[src/hdl/paff_pkg.sv]
// paff_pkg: shared types, constants and arithmetic helpers for the planar
// affine transform (mix, divide by five, arctangent table).
// No dependencies.
`timescale 1ns / 1ps

package paff_pkg;

    // register indexes on the configuration port, also mix lane numbers
    typedef enum logic [2:0] {
        REG_TX     = 3'd0,
        REG_TY     = 3'd1,
        REG_SX     = 3'd2,
        REG_SY     = 3'd3,
        REG_KX     = 3'd4,
        REG_KY     = 3'd5,
        REG_ROT    = 3'd6,
        REG_DEPTHS = 3'd7
    } t_reg_idx;

    typedef enum logic [1:0] {
        QUAD_0   = 2'd0,
        QUAD_90  = 2'd1,
        QUAD_180 = 2'd2,
        QUAD_270 = 2'd3
    } t_quad;

    localparam int NUM_MIX   = 7;
    localparam int CW        = 44;   // cordic datapath width, 16 fraction bits
    localparam int FRAC      = 16;

    typedef logic signed [16:0] t_base;
    typedef logic signed [15:0] t_cv;
    typedef logic [8:0]         t_depth;
    typedef logic signed [25:0] t_mix;
    typedef logic signed [25:0] t_pt;
    typedef logic signed [51:0] t_prod;
    typedef logic signed [27:0] t_quo;

    typedef struct packed {
        logic signed [CW-1:0] x;
        logic signed [CW-1:0] y;
        logic signed [31:0]   z;
    } t_cordic;

    localparam logic [29:0] DIV5_OFFSET = 30'd671088640;  // 5 * 2^27
    localparam logic [27:0] DIV5_MUL    = 28'd214748365;  // ceil(2^30 / 5)
    localparam logic [27:0] DIV5_BIAS   = 28'h800_0000;
    localparam logic signed [31:0] FIVE_VOLT = 32'sd2621440;
    localparam logic signed [15:0] GAIN_HI   = 16'sd19898;  // gain >> 15
    localparam logic signed [15:0] GAIN_LO   = 16'sd15210;  // gain & 0x7fff

    // m = base*(256-d) + cv*d, d already limited to 256
    function automatic t_mix mix(input t_base b, input t_depth d, input t_cv cv);
        logic signed [9:0] ws;
        logic signed [9:0] ds;
        ws = signed'({1'b0, 9'(9'd256 - d)});
        ds = signed'({1'b0, d});
        return 26'(27'(b * ws) + 27'(cv * ds));
    endfunction

    // floor(v / 5) by reciprocal multiply, exact for |v| < 2^27
    function automatic t_quo div5_floor(input t_quo v);
        logic [29:0] u;
        logic [57:0] p;
        u = 30'({{2{v[27]}}, v}) + DIV5_OFFSET;
        p = 58'(u) * 58'(DIV5_MUL);
        return signed'(28'(p[57:30] - DIV5_BIAS));
    endfunction

    // round(prod / 2621440), halves up
    function automatic t_quo div_five_volt(input t_prod prod);
        return div5_floor(28'((prod + 52'sd1310720) >>> 19));
    endfunction

    // floor((t * 8192 + 2) / 5) for the phase remainder t
    function automatic logic [12:0] phase_frac(input logic [2:0] t);
        logic [12:0] r;
        unique case (t)
            3'd1:    r = 13'd1638;
            3'd2:    r = 13'd3277;
            3'd3:    r = 13'd4915;
            3'd4:    r = 13'd6554;
            default: r = 13'd0;
        endcase
        return r;
    endfunction

    // arctangent of 2^-i in units of 2^-32 turn
    function automatic logic [29:0] atan_turns(input int i);
        logic [29:0] r;
        unique case (i)
            0:  r = 30'd536870912;
            1:  r = 30'd316933406;
            2:  r = 30'd167458907;
            3:  r = 30'd85004756;
            4:  r = 30'd42667331;
            5:  r = 30'd21354465;
            6:  r = 30'd10679838;
            7:  r = 30'd5340245;
            8:  r = 30'd2670163;
            9:  r = 30'd1335087;
            10: r = 30'd667544;
            11: r = 30'd333772;
            12: r = 30'd166886;
            13: r = 30'd83443;
            14: r = 30'd41722;
            15: r = 30'd20861;
            16: r = 30'd10430;
            17: r = 30'd5215;
            18: r = 30'd2608;
            19: r = 30'd1304;
            20: r = 30'd652;
            21: r = 30'd326;
            22: r = 30'd163;
            23: r = 30'd81;
            24: r = 30'd41;
            25: r = 30'd20;
            26: r = 30'd10;
            27: r = 30'd5;
            28: r = 30'd3;
            29: r = 30'd1;
            30: r = 30'd1;
            default: r = 30'd0;
        endcase
        return r;
    endfunction

endpackage

[src/hdl/paff_cell.sv]
// paff_cell: one cordic micro-rotation, registered; identical cells form
// the rotation chain. Depends on paff_pkg.
`timescale 1ns / 1ps

module paff_cell #(
    parameter int STAGE = 0
) (
    input  logic              i_clk,
    input  logic              i_rst_n,
    input  logic              i_valid,
    input  paff_pkg::t_cordic i_data,
    output logic              o_valid,
    output paff_pkg::t_cordic o_data
);

    localparam logic signed [31:0] ATAN = signed'({2'b0, paff_pkg::atan_turns(STAGE)});

    logic              r_vld;
    paff_pkg::t_cordic r_d;
    paff_pkg::t_cordic n_d;
    logic signed [paff_pkg::CW-1:0] dx, dy;

    always_comb begin
        dx = i_data.x >>> STAGE;
        dy = i_data.y >>> STAGE;
        if (i_data.z >= 0) begin
            n_d.x = i_data.x - dy;
            n_d.y = i_data.y + dx;
            n_d.z = i_data.z - ATAN;
        end else begin
            n_d.x = i_data.x + dy;
            n_d.y = i_data.y - dx;
            n_d.z = i_data.z + ATAN;
        end
    end

    always_ff @(posedge i_clk) begin
        if (!i_rst_n) begin
            r_vld <= 1'b0;
        end else begin
            r_vld <= i_valid;
        end
    end

    always_ff @(posedge i_clk) begin
        r_d <= n_d;
    end

    assign o_valid = r_vld;
    assign o_data  = r_d;

endmodule

[config.mk]
export PLATFORM = sky130hd
export DESIGN_NAME = paff_cell
export DESIGN_NICKNAME = d
export VERILOG_FILES = /design/src/hdl/paff_pkg.sv /design/src/hdl/paff_cell.sv
export SDC_FILE = /design/constraint.sdc
export NUM_CORES = 1
export LEC_CHECK = 0
export BUFFER_PORTS_ARGS = -buffer_cell sky130_fd_sc_hd__buf_2
export CORE_MARGIN = 5
export CORE_UTILIZATION = 56
export CTS_BUF_LIST = sky130_fd_sc_hd__clkbuf_4 sky130_fd_sc_hd__clkbuf_8 sky130_fd_sc_hd__clkbuf_16
export DETAILED_ROUTE_END_ITERATION = 7
export GPL_TIMING_DRIVEN = 0
export PLACE_DENSITY = 0.83
export SYNTH_ARGS = -nofsm -noshare
export SYNTH_HDL_FRONTEND = slang
export SYNTH_SLANG_ARGS = --single-unit
[constraint.sdc]
create_clock -name i_clk -period 3.3 [get_ports i_clk]
set_clock_uncertainty 0.1 [all_clocks]
set_input_delay 0.165 -clock i_clk [delete_from_list [all_inputs] [get_ports i_clk]]
set_output_delay 0.165 -clock i_clk [all_outputs]
set_load 0.005 [all_outputs]
Yosys cells after proc, flatten, opt, wreduce, memory -nomap -nowiden
Index checks and enable logic that the tools add are counted.

Bits in writable memories: 0. Memories kept: 0. Input bits: 123. Memory bits (read-only): 0. Output and inout bits: 121. Logic and storage cells: 11. Bits in latches: 0. Register bits after elaboration: 121.

Add/subtract/negate cells: 5. Shift operators: 0. Multiply operators: 0. Div/mod/pow operators: 0. Eq/ne operators: 0. Reductions and logical operators: 0. Muxes and demuxes: 1. $lt $le $gt $ge: 1. Bitwise operators: 0.

Operators with widths (count): 120-bit two-way mux (1); 44-bit subtractor (2); 44-bit adder (1); 32-bit by 31-bit adder with 32-bit output (second input constant) (1); 32-bit by 1-bit greater-or-equal comparator with 1-bit output (second input constant) (1); 32-bit by 31-bit subtractor with 32-bit output (second input constant) (1).

Depth between registers and ports, before layout
Gate-level depths: netlist of run 1.

Depth after elaboration: 2. Depth in mapped cells: 13. Depth with buffers taken out: 13.

Worst setup path after synthesis of run 1
OpenSTA, ideal clock, no wires.

Path kind: input to register. Start point: input port i_data[32] (netlist name). End point: register r_d (netlist bit o_data[70]). Stages: 13. Data required time: 3080 ps. Setup time: 120 ps. Data arrival time: 2467 ps. Slack: 614 ps. Path buffers: 0. Cell sequence: ha_1 > inv_1 > fa_1 > o21ba_2 > nor4_1 > o31ai_2 > a21oi_1 > or3_4 > a41oi_4 > o31ai_4 > a31o_2 > mux2i_1 > xnor2_1.

RTL lines: start, declared (line paff_cell.sv:11) `input paff_pkg::t_cordic i_data,`; end signal, assigned (line paff_cell.sv:46) `r_d <= n_d;`; end, declared (line paff_cell.sv:19) `paff_pkg::t_cordic r_d;`.

==> metrics.md, run 1 <==
| Metric | Value |
|---|---|
| DR WL/cell | `22.8 um` |
| IO buf count | `between 200 and 250` |
| Total nets after synthesis | `between 1.5k and 2k` |
| Data arrival time of the worst path | `3.56 ns` |
| Power, Total | `6.03 mW` |
| Placed instance count | `approximately 1.8k` |
| Clock slew at reported path FFs | `around 0.060 ns` |
| Most used DFF post-synth | `dfxtp_1` |
| Num ports | `between 200 and 250` |
| Cell variety after synth | `78` |
| CP startpoint kind | `primary input` |
| Post-CTS setup buffer count | `0` |
| Share of cells above drive strength 1 | `about a fifth` |
| Placed inst area | `~12000 sq um` |
| # rows | `50` |
| Hold crit path type | `primary input to flop` |
| Via count | `around 12k` |
| Area contributors post-synth | `dfxtp_1 (23%), ha_1 (17%), a21oi_1 (8.4%), xnor2_1 (6.6%), inv_1 (4.8%)` |
| Crit path max fanout | `10` |
| Synth-to-layout area growth | `24.1%` |
| Post-route clock period utilization | `101%` |
| Final ANT Viol Nets | `0` |
| Slew @ Worst Pin | `between 0.9 and 1 ns` |
| Sink Count | `120` |
| GR Util All Layers | `between 30% and 40%` |
| Syn Area/Cell | `approximately 7.8 sq um` |
| DIE AREA | `21500 sq um` |
| First-pass GRT wire length | `roughly 65 mm` |
| Fmax | `~300 MHz` |
| CTS Buffer Depth | `2` |
| Critical path class | `primary input to flop` |
| Yosys Warn Count | `0` |
| Number of flops mapped to enable cells by yosys | `0` |
| H-tree Lvls | `4` |
| CP required | `3.53 ns` |
| DR pass1 iterations | `8` |
| Drt initial violations | `between 1k and 1.5k` |
| Most common cell in the netlist | `a21oi_1` |
| Synth top area share | `about 23%` |
| Total Wirelength | `roughly 43 mm` |
| Final Max Tran Viols | `0` |
| Initial Utilization | `a little under three fifths` |
| Design area | `13000 sq um` |
| Status | `finished with violations` |
| Nets@finish | `between 1.5k and 2k` |
| Vias in the first global route | `between 10k and 15k` |
| Setup WS post-layout | `-0.0313 ns` |
| Largest net degree at the start of global routing | `17` |
| TritonCTS clock tree | `yes` |
| DP HPWL | `about 32 mm` |
| Hold endpoint | `o_data[75]$_DFF_P_` |
| Hold Fails Final Rpt | `0` |
| Async S/R FF share, synth | `0%` |
| Pre-CTS setup slack | `-0.431 ns` |
| Final min period | `between 3 and 4 ns` |
| DRC viols | `26` |
| Initial antenna violation count | `0` |
| P_leak | `between 6 and 7 nW` |
| Non-filler cells, final | `about 1.9k` |
| # setup viols final | `1` |
| Failing checks | `DRC, setup timing` |
| GRT overflow | `0` |
| Via density | `~6.3` |
| Cells after Synth | `1344` |
| Core Footprint | `~19000 sq um` |
| Ant diodes | `0` |
| Worst hold start | `i_data[75]` |
| Die Wd | `about 150 um` |
| Yosys top cell by area | `dfxtp_1` |
| Power Density | `roughly 470 nW/um^2` |
| Syn Std Cell Area | `10500 sq um` |
| Root Driver | `clkbuf_16` |
| Slew Limit Headroom | `between 30% and 40%` |
| Placer Congestion | `1.02` |
| Post-synth top cells | `a21oi_1 (175), ha_1 (145), inv_1 (133)` |
| Register area share after synthesis | `between 20% and 30%` |
| Crit path capture type | `flop` |
| Hold Path Depth | `3` |
| Maximum vdd drop | `between 300 and 400 uV` |
| Die Y | `between 100 and 150 um` |
| # Max-Cap Violations | `0` |
| Post-synthesis register bit count | `120` |
| TritonCTS Buffers | `17` |
## metal layers
layer | routed length [um] | track usage, % | part of all wire [%] | vias up
met5 | 0 | 0 | 0 | -
met4 | 1840 | 15.9 | 4.3 | 0
met3 | 4630 | 7.57 | 11 | 155
met2 | 19700 | 62.5 | 46 | 845
met1 | 16800 | 49.2 | 39 | 5528
li1 | - | - | - | 5298
## metrics by stage
step	setup TNS [ns]	hold slack (ns)	util, %
2_1_floorplan	0	0.0927	-
3_3_place_gp	-9.42	0.167	64.6
3_5_place_dp	-8.57	0.169	64.6
4_1_cts	0	0.0103	69.6
5_1_grt	-0.0148	0.0188	70.0
6_report	-0.0313	0.00835	70.0
## cell usage in the layout, fill, tap and decap left out, drive strengths merged, types with 8 or more instances in the layout
| cell type | instances |
|---|---|
| o31ai | 17 |
| mux2i | 27 |
| inv | 138 |
| nor2b | 11 |
| nand2 | 65 |
| o211ai | 8 |
| buf | 272 |
| nand3 | 13 |
| xnor2 | 79 |
| nor3 | 31 |
| clkbuf | 49 |
| o21bai | 34 |
| or3 | 8 |
| dlygate4sd3 | 34 |
| o21a | 9 |
| a21o | 32 |
| clkinv | 9 |
| a31oi | 12 |
| a211oi | 15 |
| nand4 | 22 |
| o21ai | 109 |
| ha | 145 |
| a21oi | 177 |
| dfxtp | 120 |
| nor2 | 108 |
## sequential cells by signal, indices dropped and copies added, names as in the netlist
signal,cells
o_data,119
o_valid,1
## worst max-delay path, stage by stage
cell and delay (ns):
buf_2 0.10, inv_1 0.05, ha_1 0.36, buf_2 0.23, o311ai_0 0.81, a311oi_4 0.17, a211oi_2 0.45, o211ai_1 0.26
and2_1 0.25, o31ai_1 0.29, a21oi_1 0.13, xnor2_1 0.29
## power by group
part	internal (mW)	total, mW	leakage (nW)	switching (mW)
clock	1.14	1.94	0.281	0.808
combinational	0.868	2.27	4.90	1.40
sequential	1.73	1.82	1.01	0.0817
total	3.74	6.03	6.19	2.29
## how the worst max path moves through the flow
| stage | to | cells past startpoint | startpoint |
|---|---|---|---|
| after global placement | o_data[106]$_DFF_P_ | 13 | i_data[76] |
| after global routing | o_data[113]$_DFF_P_ | 14 | i_data[36] |
| after floorplan | o_data[70]$_DFF_P_ | 13 | i_data[32] |
| after CTS | o_data[73]$_DFF_P_ | 14 | i_data[35] |
| after detailed placement | o_data[104]$_DFF_P_ | 14 | i_data[76] |
| final | o_data[73]$_DFF_P_ | 12 | i_data[43] |
## area by class of cell
class / instances / area (sq um)
flip-flops and latches: 120 / 2400
inverters: 139 / 522
fillers: 1498 / 5550
repair buffers: 276 / 1550
plain buffers: 60 / 277
clock buffers: 19 / 440
multi-input cells: 1025 / 7340
clock inverters: 13 / 145
well taps: 234 / 293
## cell families (layout without fill, tap and decap cells)
group                      count (synthesis)  after routing  synth area share (%)
adders and majority gates                149            149                  18.1
DFF                                      120            120                  23.0
muxes                                     28             28                  2.69
xor gates and xnor gates                  86             86                  7.21
and+or+nand+nor                          296            296                  13.4
buffers and inverters                    199            507                  7.64
AOI/OAI and AO/OA                        466            466                  27.9
## repair_timing
item,4_1_cts,5_1_grt
cloned,0,0
hold buffers,34,0
hold endpoints to repair,34,0
setup endpoints to repair,2,21
pin swaps,0,0
gates resized for setup,1,16
Note: power is estimated with default switching activity, not from simulation.
==> run 2, diff against run 1 <==
PLACE_DENSITY = 0.86   (was 0.83)
==> run 2 against run 1 <==
Net effect:
- the flow finishes with violations (setup timing)
- sequential cell count did not move
- first-iteration DRC count rose by 4.5%
- via count rose by 0.80%
- total power rose by 1.8%
- critical path type unchanged
- largest power group unchanged
==> metrics.md, run 2 (synthesis gave the netlist of run 1 again) <==
| Metric | Value |
|---|---|
| Setup TNS | `-0.0000833 ns (+0.0312 ns)` |
| # Max-Cap Violations | `0 (unchanged)` |
| Setup WS post-layout | `-0.0000833 ns (+0.0312 ns)` |
| Hold crit path type | `primary input to flop` |
| GR Util All Layers | `39.1% (+0.94 points)` |
| P_leak | `6.21 nW (+0.30%)` |
| Maximum vdd drop | `298 uV (-24%)` |
| Largest net degree at the start of global routing | `17 (unchanged)` |
| Initial antenna violation count | `3 (+3)` |
| Via count | `11.9k (+0.80%)` |
| DRC viols | `0 (-100%)` |
| Vias in the first global route | `11.7k (+3.4%)` |
| # rows | `50 (unchanged)` |
| Die Y | `147 um (unchanged)` |
| Final hold slack | `0.0561 ns (+0.0477 ns)` |
| Final Max Tran Viols | `0 (unchanged)` |
| Max reg flops | `119 (unchanged)` |
| Drt initial violations | `1524 (+4.5%)` |
| Initial Utilization | `56.4% (unchanged)` |
| IO buf count | `242 (unchanged)` |
| Hold endpoint | `o_data[33]$_DFF_P_` |
| DP HPWL | `32.6 mm (+1.6%)` |
| Status | `finished with violations` |
| Most numerous cell on the critical path | `o21ai_1` |
| Hold Fails Final Rpt | `0 (unchanged)` |
| Power, Total | `6.14 mW (+1.8%)` |
| Root Driver | `clkbuf_16` |
| Num ports | `244 (unchanged)` |
| Synth-to-layout area growth | `24.0% (about the same)` |
| GRT overflow | `0 (unchanged)` |
| First-pass GRT wire length | `66.8 mm (+2.6%)` |
| DR WL/cell | `23.2 um (+1.7%)` |
| Most frequent cells in the layout | `buf_2 (256), a21oi_1 (171), ha_1 (145)` |
| Failing checks | `setup timing` |
| Share of cells above drive strength 1 | `20.0% (-0.30 points)` |
| Core Footprint | `18500 sq um (unchanged)` |
| Slew Limit Headroom | `31.3% (-5.2 points)` |
| CP Depth | `14 (+2)` |
| Clock slew at reported path FFs | `0.06 ns (about the same)` |
| Slew @ Worst Pin | `1.02 ns (+0.0648 ns)` |
| Design area | `13000 sq um (about the same)` |
| Final ANT Viol Nets | `0 (unchanged)` |
| Final core utilization | `70.0% (about the same)` |
| # setup viols final | `1 (unchanged)` |
| Worst hold start | `i_data[77]` |
| Hold Path Depth | `3 (unchanged)` |
| Placed inst area | `12000 sq um (unchanged)` |
| CP bufs+invs | `2 (-1)` |
| Critical-path top delay cell | `fa_1` |
| DIE AREA | `21500 sq um (unchanged)` |
| Post-route clock period utilization | `100% (-0.95 points)` |
| Final min period | `3.30 ns (-0.0312 ns)` |
| Crit-path cells | `buf_2 -> ha_1 -> inv_1 -> fa_1 -> o21ba_2 -> nor4_1 -> o31ai_2 -> a21oi_2 -> o31ai_1 -> o31a_1 -> o21ai_1 -> a21oi_1 -> o21ai_1 -> xnor2_1` |
| TritonCTS clock tree | `yes` |
| TritonCTS Buffers | `17 (unchanged)` |
| Fmax | `303 MHz (+0.95%)` |
| H-tree Lvls | `4 (unchanged)` |
| Nets@finish | `1911 (unchanged)` |
| CP startpoint kind | `primary input` |
| Total Wirelength | `43.7 mm (+1.8%)` |
| Sink Count | `120 (unchanged)` |
| Max incr delay on CP | `0.43 ns (-0.38 ns)` |
| Die Wd | `147 um (unchanged)` |
| Crit path capture type | `flop` |
| Crit path max fanout | `3 (-7)` |
| Via density | `6.31 (+0.70%)` |
| Critical path class | `primary input to flop` |
| DR pass1 iterations | `6 (-2)` |
| Commonest non-fill, non-tap cell in the layout | `buf_2` |
| Crit-path leading delay family | `compound AO/OA/AOI/OAI gates` |
| Data arrival time of the worst path | `3.49 ns (-0.07 ns)` |
| Fillcell total | `1488 (-0.67%)` |
| CP required | `3.49 ns (-0.04 ns)` |
| CTS Buffer Depth | `2 (unchanged)` |
| Placer Congestion | `1.01 (-0.76%)` |
| Power Density | `474 nW/um^2 (+1.9%)` |
==> run 2: cell type report <==
cell class / instances / area [sq um] / share of cell area [%]
sequential: 120 / 2400 / 18.5
antenna: 2 / 5.00 / 0.0386
inverter: 139 / 522 / 4.03
tap: 234 / 293 / 2.26
clock buffer: 18 / 433 / 3.34
timing repair buffer: 276 / 1550 / 12.0
multi-input combinational: 1025 / 7290 / 56.2
clock inverter: 14 / 189 / 1.46
buffer: 60 / 277 / 2.13
==> run 2: how the worst max path moves through the flow <==
stage / start / end / slack, ns
2_1_floorplan: i_data[32] / o_data[70]$_DFF_P_ / 0.61
3_3_place_gp: i_data[35] / o_data[73]$_DFF_P_ / -0.39
3_5_place_dp: i_data[35] / o_data[73]$_DFF_P_ / -0.41
4_1_cts: i_data[35] / o_data[73]$_DFF_P_ / 0.02
5_1_grt: i_data[35] / o_data[71]$_DFF_P_ / -0.02
6_report: i_data[76] / o_data[60]$_DFF_P_ / -0.00008
==> run 2: power by group <==
group	switching [mW]	leakage [nW]	internal, mW
logic	1.40	4.90	0.867
registers	0.0857	1.01	1.73
clock network	0.831	0.300	1.22
total	2.32	6.21	3.82
==> run 2: through the flow <==
| stage | instances | setup slack (ns) |
|---|---|---|
| after floorplan | 1344 | 0.614 |
| after global placement | 1820 | -0.392 |
| after detailed placement | 1820 | -0.412 |
| after CTS | 1886 | 0.0176 |
| after global routing | 1888 | -0.0159 |
| final | 1888 | -0.0000833 |
==> run 2: metal layers <==
layer	vias to the layer above	global-route usage (%)	part of all wire [%]
li1	5302	-	-
met1	5518	47.9	38
met2	909	63.7	46
met3	190	10.7	11
met4	2	18.7	4.9
met5	-	0	0.016
==> run 2: what timing repair did <==
item                                   CTS  global route
hold buffers                            34             0
endpoints found under the hold margin   34             0
gates resized for setup                  0             8
setup endpoints to repair                0            19
setup buffers                            0             0
